--- config.mk ---
export PLATFORM = sky130hd
export DESIGN_NAME = lmd_front
export DESIGN_NICKNAME = d
export VERILOG_FILES = /design/src/hw/rtl/lmd_pkg.sv /design/src/hw/rtl/lmd_front.sv
export SDC_FILE = /design/constraint.sdc
export NUM_CORES = 1
export LEC_CHECK = 0
export ABC_AREA = 1
export BUFFER_PORTS_ARGS = -buffer_cell sky130_fd_sc_hd__buf_4
export CAP_MARGIN = 20
export CORE_ASPECT_RATIO = 2
export CORE_MARGIN = 10
export CORE_UTILIZATION = 60
export CTS_CLUSTER_DIAMETER = 50
export DETAILED_ROUTE_END_ITERATION = 7
export GPL_TIMING_DRIVEN = 1
export PLACE_DENSITY = 0.87
export SLEW_MARGIN = 20
export SYNTH_ARGS = -nofsm -noshare
export SYNTH_HDL_FRONTEND = slang
export SYNTH_SLANG_ARGS = --single-unit
export TNS_END_PERCENT = 50
--- constraint.sdc ---
create_clock -name clock -period 6.1 [get_ports clock]
set_input_delay 0.61 -clock clock [delete_from_list [all_inputs] [get_ports clock]]
set_output_delay 0.61 -clock clock [all_outputs]
set_load 0.05 [all_outputs]
--- src/hw/rtl/lmd_pkg.sv ---
package lmd_pkg;

   localparam int CSR_INDEX_BITS = 1;
   localparam int CSR_DATA_BITS  = 13;
   localparam int WIDTH_BITS     = 11;
   localparam int HEIGHT_BITS    = 13;
   localparam int ROW_BITS       = 13;
   localparam int QUEUE_DEPTH    = 4;

   localparam logic [CSR_INDEX_BITS-1:0] CSR_FRAME_WIDTH  = 1'd0;
   localparam logic [CSR_INDEX_BITS-1:0] CSR_FRAME_HEIGHT = 1'd1;

   localparam logic [WIDTH_BITS-1:0]  RESET_FRAME_WIDTH  = 11'd640;
   localparam logic [HEIGHT_BITS-1:0] RESET_FRAME_HEIGHT = 13'd480;
   localparam logic [HEIGHT_BITS-1:0] MAX_HEIGHT         = 13'd4096;

   typedef struct packed {
      logic [7:0] blue_value;
      logic       flush;
   } lmd_req_type;

   typedef struct packed {
      logic        is_local_min;
      logic [11:0] pixel_row;
      logic [9:0]  pixel_col;
      logic        frame_end;
   } lmd_rsp_type;

   // per-item control from the front to the back, neighbor masks indexed row*3+col
   typedef struct packed {
      logic        emit;
      logic [8:0]  nb_valid;
      logic [11:0] row;
      logic [9:0]  col;
      logic        frame_end;
   } lmd_ctl_type;

endpackage

--- src/hw/rtl/lmd_front.sv ---
module lmd_front #(
   parameter int MAX_WIDTH  = 1024,
   parameter int PIXEL_BITS = 8
) (
   input  logic                                 clock,
   input  logic                                 reset,
   input  logic                                 req_valid,
   output logic                                 req_stall,
   input  lmd_pkg::lmd_req_type                 req_data,
   input  logic                                 csr_wr_en,
   input  logic [lmd_pkg::CSR_INDEX_BITS-1:0]   csr_index,
   input  logic [lmd_pkg::CSR_DATA_BITS-1:0]    csr_wr_data,
   input  logic                                 q_full,
   output logic                                 push_valid,
   output lmd_pkg::lmd_ctl_type                 push_ctl,
   output logic [$clog2(MAX_WIDTH)-1:0]         push_idx,
   output logic [PIXEL_BITS-1:0]                push_pix
);
   import lmd_pkg::*;

   localparam int CW  = $clog2(MAX_WIDTH);
   localparam int CW1 = CW + 1;

   logic [WIDTH_BITS-1:0]  w_cfg_ff;
   logic [HEIGHT_BITS-1:0] h_cfg_ff;
   logic [ROW_BITS-1:0]    in_row_ff, in_row_in, out_row_ff, out_row_in;
   logic [CW-1:0]          in_col_ff, in_col_in, out_col_ff, out_col_in;

   logic [CW1-1:0]         w_eff, ic_inc, oc_inc;
   logic [HEIGHT_BITS-1:0] h_eff;
   logic [ROW_BITS-1:0]    ir, orw;
   logic [CW-1:0]          ic, oc;
   logic                   accept, restart, drop, emit, col_wrap, out_wrap;
   logic [2:0]             row_ok, col_ok;
   logic [PIXEL_BITS+7:0]  pix_ext;
   logic [CW+9:0]          col_ext;

   assign req_stall = q_full;

   always_comb begin
      if (w_cfg_ff == '0) begin
         w_eff = CW1'(1);
      end else if (32'(w_cfg_ff) > 32'(MAX_WIDTH)) begin
         w_eff = CW1'(MAX_WIDTH);
      end else begin
         w_eff = CW1'(w_cfg_ff);
      end
      if (h_cfg_ff == '0) begin
         h_eff = HEIGHT_BITS'(1);
      end else if (h_cfg_ff > MAX_HEIGHT) begin
         h_eff = MAX_HEIGHT;
      end else begin
         h_eff = h_cfg_ff;
      end

      accept  = req_valid && !q_full;
      restart = !req_data.flush && (in_row_ff >= h_eff);
      drop    = req_data.flush && ((in_row_ff < h_eff) || (out_row_ff >= h_eff));

      ir  = restart ? '0 : in_row_ff;
      ic  = restart ? '0 : in_col_ff;
      orw = restart ? '0 : out_row_ff;
      oc  = restart ? '0 : out_col_ff;

      emit = (orw < h_eff) && ((ir >= ROW_BITS'(2)) || ((ir == ROW_BITS'(1)) && (ic != '0)));

      row_ok[0] = orw != '0;
      row_ok[1] = 1'b1;
      row_ok[2] = ({1'b0, orw} + 14'd1) < {1'b0, h_eff};
      col_ok[0] = (oc != '0) && ({1'b0, oc} <= w_eff);
      col_ok[1] = {1'b0, oc} < w_eff;
      col_ok[2] = (({1'b0, oc} + CW1'(1)) < w_eff) && (ic != '0);

      for (int i = 0; i < 3; i++) begin
         for (int j = 0; j < 3; j++) begin
            push_ctl.nb_valid[i*3+j] = row_ok[i] && col_ok[j] && !(i == 1 && j == 1);
         end
      end

      col_ext            = {10'b0, oc};
      push_ctl.emit      = emit;
      push_ctl.row       = orw[11:0];
      push_ctl.col       = col_ext[9:0];
      push_ctl.frame_end = (orw == (h_eff - HEIGHT_BITS'(1))) && ({1'b0, oc} == (w_eff - CW1'(1)));

      pix_ext    = {{PIXEL_BITS{1'b0}}, req_data.blue_value};
      push_pix   = req_data.flush ? '0 : pix_ext[PIXEL_BITS-1:0];
      push_idx   = ic;
      push_valid = accept && !drop;

      ic_inc   = {1'b0, ic} + CW1'(1);
      oc_inc   = {1'b0, oc} + CW1'(1);
      col_wrap = ic_inc >= w_eff;
      out_wrap = oc_inc >= w_eff;

      in_row_in  = in_row_ff;
      in_col_in  = in_col_ff;
      out_row_in = out_row_ff;
      out_col_in = out_col_ff;
      if (push_valid) begin
         in_col_in  = col_wrap ? '0 : ic_inc[CW-1:0];
         in_row_in  = col_wrap ? ir + ROW_BITS'(1) : ir;
         out_row_in = orw;
         out_col_in = oc;
         if (emit) begin
            out_col_in = out_wrap ? '0 : oc_inc[CW-1:0];
            out_row_in = out_wrap ? orw + ROW_BITS'(1) : orw;
         end
      end
   end

   always_ff @(posedge clock) begin
      if (reset) begin
         w_cfg_ff   <= RESET_FRAME_WIDTH;
         h_cfg_ff   <= RESET_FRAME_HEIGHT;
         in_row_ff  <= '0;
         in_col_ff  <= '0;
         out_row_ff <= '0;
         out_col_ff <= '0;
      end else begin
         in_row_ff  <= in_row_in;
         in_col_ff  <= in_col_in;
         out_row_ff <= out_row_in;
         out_col_ff <= out_col_in;
         if (csr_wr_en) begin
            unique case (csr_index)
               CSR_FRAME_WIDTH:  w_cfg_ff <= csr_wr_data[WIDTH_BITS-1:0];
               CSR_FRAME_HEIGHT: h_cfg_ff <= csr_wr_data[HEIGHT_BITS-1:0];
            endcase
         end
      end
   end

endmodule

==> flow_summary_export.csv <==
group,metric,value,unit
run_status,status,"complete, no violations",
logic_synthesis,ys_types,53,
clock_network,clock_latency,0.35,ns
clock_network,root_buffer,"clkbuf_16",
logic_synthesis,yosys.area.top_type,"dfxtp_1",
route,wl_per_cell,18.75,um
logic_synthesis,syn_avg_cell_area,6.362,sq um
clock_network,cts_sinks,70,
route,antenna_left,0,
min_path,hold_class,"reg -> reg",
worst_setup_path,startpoint_type,"register",
worst_setup_path,cpMaxStageDelayCell,"dfxtp_1",
grt,grt_max_degree,45,
timing,hold_viol_final,0,
cells_and_area,finalInstanceArea,8508,sq um
grt,antenna_found_initial,0,
die,initial_core_util,60.59,%
worst_setup_path,cp_data_arrival_time,5.21,ns
logic_synthesis,yosysWarnings,0,
logic_synthesis,synth.top_cell.area_share,19.19,%
logic_synthesis,syn_inst,1148,
place,place_congestion,1.065,
grt,track_usage,29.02,%
timing,fmax,171.9,MHz
route,drtIter0Drc,758,
worst_setup_path,cp-end-kind,"output port",
cells_and_area,nFillCells,1047,
die,die_area,17250,sq um
place,hpwl,19700,um
timing,fin_crit,5.819,ns
worst_setup_path,required,5.49,ns
power,power.density,190.3,nW/um^2
worst_setup_path,worstSetupPathType,"reg -> out",
clock_network,h-tree-depth,3,
die,die_w,98.02,um
worst_setup_path,cp_max_fo,14,
logic_synthesis,seq_area_frac_synth,19.19,%
power,p_leak,4.351,nW
timing,fin_skew,0.009227,ns
power,p_clk_share,37.3,%
timing,fin_tns_setup,0,ns
place,port_buffers,79,
timing,whs,0.4678,ns
logic_synthesis,syn_area,7303,sq um
power,switchingPower,0.5982,mW
power,vdd_drop_max,242.9,uV
cells_and_area,fin_nets,1358,
route,drt-vias-per-instance,5.961,
clock_network,cts_tree,"built",
clock_network,cts_buffer_depth,2,
die,io_pins,81,
grt,grt_pass1_vias,8108,
grt,grt_pass1_wl,40500,um
logic_synthesis,synth_seq_cells,70,
logic_synthesis,synth_nets,1271,
timing,slew_violations,0,
cells_and_area,drive_gt1_share,14.29,%
power,p_comb_share,32.3,%
power,switching_share,36.94,%
worst_setup_path,worst_path_most_repeated_cell,"nand2_1",
run,maxCapViolations,0,
power,power.internal,1.021,mW
worst_setup_path,cpPeakStageDelay,0.36,ns
clock_network,cts_inserted_buffers,9,
timing,setup_viol,0,
clock_network,path_clk_slew,0.06,ns
logic_synthesis,yosys-top-cells-area,"dfxtp_1 19%, ha_1 16%, nand2_1 15%",
power,seq_power_share,30.4,%
timing,worst_pin_slew,0.9718,ns
cells_and_area,areaGrowthSynthToFinish,16.50,%
route,wl,25990,um
timing,slew_headroom,35.14,%
grt,grt-ovfl-total,0,
die,core_area,12050,sq um
die,die_height,176.0,um
route,drcViolationCount,0,
die,rows,57,
route,vias,8262,
cells_and_area,n_antenna_cell,0,
timing,period_share,95.39,%
place,placed_cell_area,8069,sq um
route,dr.pass1.iters,7,
## cell usage after synthesis (all sizes together)
cell type  number
a211oi          1
a21o            2
a21oi          92
a221oi          1
a22oi           2
a31oi           2
and2            7
and3            1
buf            18
clkbuf         13
clkinv          2
conb            1
dfxtp          70
ha             95
inv           143
nand2         299
nand3          63
nand3b          4
nand4          30
nor2          144
nor3           23
nor3b           1
nor4            8
o2111ai         1
o211a           1
o211ai          4
o21a            5
o21ai          64
o21bai          2
o221ai          2
o22ai           2
o31ai           2
o41ai           1
or2             3
xnor2           6
xor2           33
## layout make-up
cell class / count / area, sq um / share of cell area (%)
multi-input cells: 902 / 5245 / 61.65
repair buffers: 107 / 803.3 / 9.441
inverters: 145 / 544.3 / 6.397
well taps: 147 / 183.9 / 2.162
flip-flops and latches: 70 / 1401 / 16.47
clock buffers: 11 / 252.7 / 2.971
clock inverters: 4 / 77.57 / 0.9118
## worst max-delay path, delay by kind of cell (launching register included)
| family | cells | cell delay, ns |
|---|---|---|
| flip-flops | 1 | 0.36 |
| buffers and inverters | 4 | 0.49 |
| adder cells (fa/ha/maj) | 3 | 0.82 |
| AO/OA/AOI/OAI | 5 | 0.84 |
| AND/OR/NAND/NOR | 18 | 2.37 |
## power by group through the flow
stage          Clock [mW]  Combinational (mW)  Sequential (mW)
6_report            0.604               0.523            0.492
5_1_grt             0.625               0.567            0.494
4_1_cts             0.600               0.504            0.490
3_5_place_dp            0               0.499            0.500
3_3_place_gp            0               0.494            0.500
2_1_floorplan           0               0.352            0.495
## layout by cell type (no fill, tap or decap), types with 3 or more instances in the layout
cell type  synthesis  final
nand2_1          289    285
inv_1            140    139
nor2_1           131    127
buf_4              5    107
ha_1              95     94
a21oi_1           85     85
dfxtp_1           70     70
nand3_1           60     60
o21ai_0           59     59
xor2_1            33     33
nand4_1           30     30
nor3_1            19     19
nor2_2             8     11
nand2_2            6      9
clkbuf_16          0      9
and2_1             7      7
nor4_1             8      7
nor2_4             5      6
xnor2_1            6      6
a21oi_2            6      6
o21a_1             5      5
o21ai_1            5      5
nand3b_1           4      4
inv_2              3      4
o211ai_1           4      4
nand2_4            3      3
nor3_4             3      3
or2_2              3      3
## sequential cells by signal, indices dropped and copies added (netlist names)
signal and flops:
out_col_ff 10, in_row_ff 13, in_col_ff 10, out_row_ff 13
h_cfg_ff 13, w_cfg_ff 11
## stage by stage
stage | setup WS [ns] | power [mW] | instances | utilization [%]
6_report | 0.2814 | 1.619 | 1386 | 70.59
5_1_grt | -0.06289 | 1.687 | 1386 | 70.59
4_1_cts | 0.1230 | 1.595 | 1380 | 69.71
3_5_place_dp | 0.3373 | 0.9995 | 1365 | 66.95
3_3_place_gp | 0.4267 | 0.9935 | 1365 | 66.95
2_1_floorplan | -0.04481 | 0.8464 | 1148 | -
## final timing paths
kind | start | end | slack (ns) | cells past startpoint
setup / recovery | h_cfg_ff[8] | push_ctl[31] | 0.28 | 30
hold / removal | in_col_ff[1] | in_col_ff[1] | 0.47 | 2
setup reg to reg | h_cfg_ff[8] | in_row_ff[12] | 0.61 | 33
hold reg to reg | in_col_ff[1] | in_col_ff[1] | 0.47 | 2
## cells by family after synthesis
logic type / count (synthesis) / synth area share, %
AOI/OAI and AO/OA: 184 / 14.08
xor gates and xnor gates: 39 / 4.677
adders and majority gates: 95 / 16.28
buffers and inverters: 176 / 9.988
DFF: 70 / 19.19
other: 1 / 0.05135
and+or+nand+nor: 583 / 35.74
## metal layers
| layer | track usage [%] | vias up | wire length [um] |
|---|---|---|---|
| li1 | - | 3937 | - |
| met1 | 27.51 | 3761 | 8807 |
| met2 | 52.07 | 428 | 12930 |
| met3 | 6.223 | 136 | 1951 |
| met4 | 23.63 | 0 | 2306 |
| met5 | 0 | - | 0 |
## repair_timing
item,4_1_cts,5_1_grt
resized for setup,1,14
setup endpoints to repair,3,35
cloned,0,0
hold buffers,0,0
setup buffers,0,6
endpoints found under the hold margin,0,0
pin swaps,0,1
Power figures use the tool's default switching activity.
