File: src/hw/rtl/lmd_pkg.sv
package lmd_pkg;

   localparam int CSR_INDEX_BITS = 1;
   localparam int CSR_DATA_BITS  = 13;
   localparam int WIDTH_BITS     = 11;
   localparam int HEIGHT_BITS    = 13;
   localparam int ROW_BITS       = 13;
   localparam int QUEUE_DEPTH    = 4;

   localparam logic [CSR_INDEX_BITS-1:0] CSR_FRAME_WIDTH  = 1'd0;
   localparam logic [CSR_INDEX_BITS-1:0] CSR_FRAME_HEIGHT = 1'd1;

   localparam logic [WIDTH_BITS-1:0]  RESET_FRAME_WIDTH  = 11'd640;
   localparam logic [HEIGHT_BITS-1:0] RESET_FRAME_HEIGHT = 13'd480;
   localparam logic [HEIGHT_BITS-1:0] MAX_HEIGHT         = 13'd4096;

   typedef struct packed {
      logic [7:0] blue_value;
      logic       flush;
   } lmd_req_type;

   typedef struct packed {
      logic        is_local_min;
      logic [11:0] pixel_row;
      logic [9:0]  pixel_col;
      logic        frame_end;
   } lmd_rsp_type;

   // per-item control from the front to the back, neighbor masks indexed row*3+col
   typedef struct packed {
      logic        emit;
      logic [8:0]  nb_valid;
      logic [11:0] row;
      logic [9:0]  col;
      logic        frame_end;
   } lmd_ctl_type;

endpackage

File: src/hw/rtl/lmd_queue.sv
module lmd_queue #(
   parameter int WIDTH = 8,
   parameter int DEPTH = 4
) (
   input  logic             clock,
   input  logic             reset,
   input  logic             push_valid,
   input  logic [WIDTH-1:0] push_data,
   output logic             full,
   input  logic             pop,
   output logic             head_valid,
   output logic [WIDTH-1:0] head_data
);
   import lmd_pkg::*;

   localparam int PW = $clog2(DEPTH);
   localparam int NW = $clog2(DEPTH + 1);

   logic [WIDTH-1:0] slot_ff [DEPTH];
   logic [PW-1:0]    wr_ptr_ff, rd_ptr_ff;
   logic [NW-1:0]    count_ff;

   assign full       = count_ff == NW'(DEPTH);
   assign head_valid = count_ff != '0;
   assign head_data  = slot_ff[rd_ptr_ff];

   always_ff @(posedge clock) begin
      if (push_valid) begin
         slot_ff[wr_ptr_ff] <= push_data;
      end
   end

   always_ff @(posedge clock) begin
      if (reset) begin
         wr_ptr_ff <= '0;
         rd_ptr_ff <= '0;
         count_ff  <= '0;
      end else begin
         if (push_valid) begin
            wr_ptr_ff <= (wr_ptr_ff == PW'(DEPTH - 1)) ? '0 : wr_ptr_ff + 1'b1;
         end
         if (pop) begin
            rd_ptr_ff <= (rd_ptr_ff == PW'(DEPTH - 1)) ? '0 : rd_ptr_ff + 1'b1;
         end
         priority if (push_valid && !pop) begin
            count_ff <= count_ff + 1'b1;
         end else if (pop && !push_valid) begin
            count_ff <= count_ff - 1'b1;
         end
      end
   end

endmodule

File: config.mk
export PLATFORM = sky130hd
export DESIGN_NAME = lmd_queue
export DESIGN_NICKNAME = d
export VERILOG_FILES = /design/src/hw/rtl/lmd_pkg.sv /design/src/hw/rtl/lmd_queue.sv
export SDC_FILE = /design/constraint.sdc
export NUM_CORES = 1
export LEC_CHECK = 0
export BUFFER_PORTS_ARGS = -buffer_cell sky130_fd_sc_hd__buf_2
export CAP_MARGIN = 20
export CORE_MARGIN = 2
export CORE_UTILIZATION = 45
export DETAILED_ROUTE_END_ITERATION = 10
export PLACE_DENSITY = 0.66
export SLEW_MARGIN = 20
export SYNTH_ARGS = -nofsm -noshare
export SYNTH_HDL_FRONTEND = slang
export SYNTH_SLANG_ARGS = --single-unit
File: constraint.sdc
create_clock -name clock -period 3.15 [get_ports clock]
set_input_delay 0.315 -clock clock [delete_from_list [all_inputs] [get_ports clock]]
set_output_delay 0.315 -clock clock [all_outputs]
set_load 0.02 [all_outputs]
==> results of run 1 <==
==> cell families after synthesis <==
family	Yosys count	share of synthesized area
multiplexers	12	0.138
XOR/XNOR	2	0.0110
flip-flops	41	0.714
buffers and inverters	6	0.0196
adder cells (fa/ha/maj)	7	0.0595
AO/OA/AOI/OAI	3	0.00939
AND/OR/NAND/NOR	15	0.0493
==> synth_stat cells <==
cell,n,area [µm²]
a21oi_1,2,10.0
and2_1,4,25.0
buf_6,1,11.3
clkbuf_2,1,5.00
dfxtp_1,9,180
edfxtp_1,32,961
fa_1,1,20.0
ha_1,6,75.1
inv_1,4,15.0
mux2i_1,4,40.0
mux4_2,8,180
nor2_1,7,26.3
nor3b_1,2,15.0
o21ai_0,1,5.00
or3_1,2,12.5
xor2_1,2,17.5
==> final timing paths <==
path | from | endpoint | cells past startpoint
worst max register to register | count_ff[0] | count_ff[2] | 4
worst max-delay path | register | head_data[1] | 2
worst min-delay path | push_data[1] | slot_ff[0][1] | 1
worst min register to register | count_ff[2] | count_ff[2] | 2
==> per-stage QoR <==
stage,utilization,setup WS (ps)
floorplan,-,1570
global placement,0.519,1400
detailed placement,0.519,1310
CTS,0.548,992
global route,0.548,901
finish,0.548,1040
==> layout make-up <==
cell class                 count  share of cell area
timing repair buffer          21              0.0570
clock buffer                   6              0.0339
tap                           46              0.0312
sequential                    41               0.619
multi-input combinational     39               0.231
clock inverter                 2              0.0190
inverter                       4             0.00815
==> power groups by stage <==
| stage | Sequential [mW] | Combinational, mW | Clock [mW] |
|---|---|---|---|
| CTS | 0.638 | 0.136 | 0.387 |
| floorplan | 0.639 | 0.101 | 0 |
| finish | 0.638 | 0.134 | 0.377 |
| global placement | 0.648 | 0.131 | 0 |
| detailed placement | 0.651 | 0.136 | 0 |
| global route | 0.642 | 0.146 | 0.415 |
==> state kept, by name (all words and copies together) (netlist names), named ones only <==
signal     count
count_ff       3
rd_ptr_ff      2
slot_ff       32
wr_ptr_ff      2
==> critical path: cells and delay by family, from the launching register on <==
| family | cells | cell delay (ps) |
|---|---|---|
| buffers and inverters | 1 | 180 |
| flip-flops | 1 | 690 |
| multiplexers | 1 | 590 |
==> routing by layer <==
metal | share of wire | vias to the layer above | routed length, µm | global-route usage
met4 | 0.018 | 0 | 44 | 0.0571
met5 | 0 | - | 0 | 0
li1 | - | 380 | - | -
met3 | 0.041 | 5 | 97 | 0.0500
met2 | 0.51 | 16 | 1210 | 0.221
met1 | 0.43 | 398 | 1040 | 0.158
==> metrics.md, run 1 <==
| Metric | Value |
|---|---|
| Worst Tran Pin Value | 548 ps |
| Reg power frac | 0.555 |
| Net Sw Power | 259 µW |
| Sequential area share after synthesis | 0.714 |
| Skew final | 9.12 ps |
| Commonest non-fill, non-tap cell in the layout | edfxtp_1 |
| Commonest non-fill, non-tap cells in the layout | edfxtp_1, buf_2, dfxtp_1, mux4_2, nor2_1 |
| Power Total | 1.15 mW |
| Drt total wl | 2.39 mm |
| First-pass GRT wire length | 3.83 mm |
| Final setup violating endpoints | 0 |
| CTS tree | done |
| Critical Path Start Type | register |
| Core Box Area | 3360 µm² |
| Overflow after GRT | 0 |
| Layout cells sized above 1 | 0.327 |
| Port Buf Inserts | 21 |
| Final Hold Viols | 0 |
| Post-CTS Setup Inserts | 0 |
| Seq. cell area | 1140 µm² |
| R2R setup slack | 1670 ps |
| Die Ht | 63.6 µm |
| Worst path cell trace | mux4_2, buf_2 |
| Post-Syn Instances | 86 |
| Max incr delay on CP | 690 ps |
| Synthesized net count | 105 |
| Vias | 799 |
| Fmax | 0.474 GHz |
| WP data required | 2830 ps |
| Clk buf depth | 2 |
| Drt wl/cell | 15.0 µm |
| CTS Hold Bufs | 0 |
| Max Cap Violations | 0 |
| Worst-path fanout max | 8 |
| DRC violation count after routing | 0 |
| CTS sink count | 41 |
| Die width | 63.6 µm |
| Sw Share | 0.225 |
| Crit. End Element | output port |
| Clock power share | 0.328 |
| Clock root cell | clkbuf_4 |
| Row count | 21 |
| Final period util | 0.670 |
| Mean post-synth cell area | 18.6 µm² |
| Combinational fraction of design power | 0.116 |
| Status | finished, final reports clean |
| Final cell count without fillers | 159 |
| Pint | 890 µW |
| TritonRoute pass-1 iters | 4 |
| Post-route cell area | 1840 µm² |
| H-tree levels | 2 |
| Area Overhead vs Synth | 15.3% |
| Cell Area, Placed | 1750 µm² |
| Vias in the first global route | 801 |
| Io pins | 22 |
| Total Routing Usage GR | 0.134 |
| CTS buffer count | 5 |
| Clock latency at the later pin of the worst-skew pair | 340 ps |
| Starting Density | 0.475 |
| PostCTS Resize Cnt | 0 |
| Vias per inst | 5.03 |
| Initial antenna violation count | 0 |
| Max-slew violation count | 0 |
| Clock-pin slew on the worst setup and hold paths | 120 ps |
| Multi-input logic area | 427 µm² |
| Routability congestion estimate | 0.678 |
| Peak VDD IR | 0.345 mV |
| Largest net degree at the start of global routing | 14 |
| Setup TNS | 0 ps |
| Lkg Pwr | 0.689 nW |
| Netlist cell types | 16 |
| Count of state elements after synthesis | 41 |
| Cell Area, Synth | 1600 µm² |
| Crit path DAT | 1800 ps |
| Slew HR | 0.634 |
| Critical path class | reg2out |
| Hold WC Path Type | in2reg |
| Power Dens Cells | 623 nW/µm² |
| Die area | 4050 µm² |
| DR iter-0 viols | 16 |
| Nets | 131 |
| Detail Route Antenna Nets | 0 |
| DP Cell Count | 151 |
| Hold slack | 184 ps |
| Antenna diodes | 0 |
| Crit-path slowest cell | dfxtp_1 |
| Crit path time final | 2110 ps |
| RSZ-0062 raised after global routing | false |
| Hpwl dp | 1.70 mm |
| Yosys warnings | 0 |
| Fill cells | 294 |
Power figures use the tool's default switching activity.
==> run 2: changes to the inputs <==
- PLACE_DENSITY: 0.66 -> 0.68
- clock period: 3.15 -> 1.7 ns (I/O delays scaled with it)
==> metrics.md, run 2 (synthesis gave the netlist of run 1 again) <==
| Metric | Value |
|---|---|
| Lkg Pwr | 0.710 nW (+3.1%) |
| Crit-path slowest cell | mux4_2 |
| Routability congestion estimate | 0.693 (+2.2%) |
| Io pins | 22 (unchanged) |
| Vias per inst | 4.98 (-0.87%) |
| Layout cells sized above 1 | 0.339 (+0.0117) |
| Die area | 4050 µm² (unchanged) |
| CTS Hold Bufs | 0 (unchanged) |
| Hold WC Path Type | in2reg |
| Starting Density | 0.475 (unchanged) |
| Crit path DAT | 1510 ps (-290 ps) |
| Combinational fraction of design power | 0.145 (+0.029) |
| Clock power share | 0.287 (-0.041) |
| Total Routing Usage GR | 0.138 (+0.00378) |
| Crit. End Element | output port |
| Commonest non-fill, non-tap cells in the layout | edfxtp_1, buf_2, mux4_2, dfxtp_1, buf_6 |
| Commonest non-fill, non-tap cell in the layout | edfxtp_1 |
| Hpwl dp | 1.66 mm (-2.2%) |
| Clk buf depth | 2 (unchanged) |
| Biggest register | slot_ff |
| CTS buffer count | 5 (unchanged) |
| RSZ-0062 raised after global routing | true |
| Post-CTS Setup Inserts | 0 (unchanged) |
| Slew HR | 0.698 (+0.0641) |
| Post-route cell area | 1900 µm² (+3.3%) |
| Critical Path Start Type | register |
| Max-slew violation count | 0 (unchanged) |
| Status | finished, final reports clean |
| First-pass GRT wire length | 4.01 mm (+4.7%) |
| Max incr delay on CP | 520 ps (-170 ps) |
| Hold slack | 34.7 ps (-149 ps) |
| Clock latency at the later pin of the worst-skew pair | 350 ps (about the same) |
| CTS sink count | 41 (unchanged) |
| Peak VDD IR | 0.427 mV (+24%) |
| DRC violation count after routing | 0 (unchanged) |
| Reg power frac | 0.568 (+0.013) |
| Antenna diodes | 0 (unchanged) |
| Final setup violating endpoints | 0 (unchanged) |
| CTS tree | done |
| Row count | 21 (unchanged) |
| TritonRoute pass-1 iters | 4 (unchanged) |
| Nets | 133 (+1.5%) |
| Largest net degree at the start of global routing | 13 (-1) |
| Final Hold Viols | 0 (unchanged) |
| Max reg flops | 32 (unchanged) |
| Util after Layout | 0.566 (+0.0182) |
| Port Buf Inserts | 21 (unchanged) |
| Die width | 63.6 µm (unchanged) |
| Die Ht | 63.6 µm (unchanged) |
| Fill cells | 286 (-2.7%) |
| Max Cap Violations | 0 (unchanged) |
| DR iter-0 viols | 41 (+25) |
| Sw Share | 0.235 (+0.00992) |
| Drt wl/cell | 15.0 µm (-0.42%) |
| Vias in the first global route | 825 (+3.0%) |
| Worst-path fanout max | 8 (unchanged) |
| Setup TNS | 0 ps (unchanged) |
| WP data required | 1530 ps (-1300 ps) |
| Cell Area, Placed | 1760 µm² (+0.86%) |
| Clock root cell | clkbuf_4 |
| Power Total | 2.07 mW (+80%) |
| Initial antenna violation count | 0 (unchanged) |
| Drt total wl | 2.41 mm (+0.84%) |
| Overflow after GRT | 0 (unchanged) |
| Worst Tran Pin Value | 452 ps (-95.4 ps) |
| Crit path time final | 1680 ps |
| Core Box Area | 3360 µm² (unchanged) |
| Skew final | 6.86 ps (-2.26 ps) |
| Area Overhead vs Synth | 19.1% |
| Detail Route Antenna Nets | 0 (unchanged) |
| Power Dens Cells | 1090 nW/µm² (+74%) |
| Vias | 802 (+0.38%) |
| Largest regs | slot_ff: 32 flops, count_ff: 3 flops |
| Pint | 1.58 mW (+78%) |
| Worst path cell trace | buf_12, mux4_2, buf_6 |
| H-tree levels | 2 (unchanged) |
| Critical path buffers and inverters | 2 (+1) |
| Clock-pin slew on the worst setup and hold paths | 120 ps (about the same) |
| CP delay by family, top | multiplexers |
| Net Sw Power | 486 µW (+88%) |
| Critical path class | reg2out |
| Final period util | 0.986 |
| Fmax | 0.596 GHz |
## run 2: final timing paths
| path | end | start | cells past startpoint | slack [ps] |
|---|---|---|---|---|
| worst max-delay path | head_data[0] | register | 3 | 20 |
| worst max register to register | count_ff[2] | count_ff[0] | 4 | 220 |
| worst min-delay path | slot_ff[0][2] | push_data[2] | 1 | 30 |
| worst min register to register | count_ff[2] | count_ff[2] | 2 | 520 |
## run 2: area by class of cell
type | instances | area, µm² | area share
Sequential cell | 41 | 1140 | 0.600
Multi-Input combinational cell | 39 | 427 | 0.224
Timing Repair Buffer | 23 | 183 | 0.0959
Clock buffer | 8 | 80.1 | 0.0420
Tap cell | 46 | 57.6 | 0.0302
Inverter | 4 | 15.0 | 0.00788
## run 2: power by group through the flow
stage          Sequential, mW  Combinational, mW  Clock (mW)
2_1_floorplan            1.18              0.187           0
3_3_place_gp             1.19              0.256           0
3_5_place_dp             1.20              0.264           0
4_1_cts                  1.18              0.300       0.611
5_1_grt                  1.18              0.327       0.662
6_report                 1.17              0.301       0.593
## run 2: timing repair
| action | in CTS | in global routing |
|---|---|---|
| endpoints found under the setup margin | 8 | 8 |
| hold endpoints to repair | 0 | 0 |
| gates resized for setup | 17 | 3 |
| gates cloned | 0 | 0 |
## run 2: through the flow
| stage | setup WS, ps | instances |
|---|---|---|
| 2_1_floorplan | 268 | 86 |
| 3_3_place_gp | 113 | 153 |
| 3_5_place_dp | 42.2 | 153 |
| 4_1_cts | -9.07 | 161 |
| 5_1_grt | -53.2 | 161 |
| 6_report | 23.3 | 161 |
## run 2: routing by layer
metal,track usage,routed length (µm),vias to the layer above
met5,0,0,-
met4,0.0652,57,0
met3,0.0554,119,5
met2,0.213,1150,24
met1,0.169,1080,390
li1,-,-,383
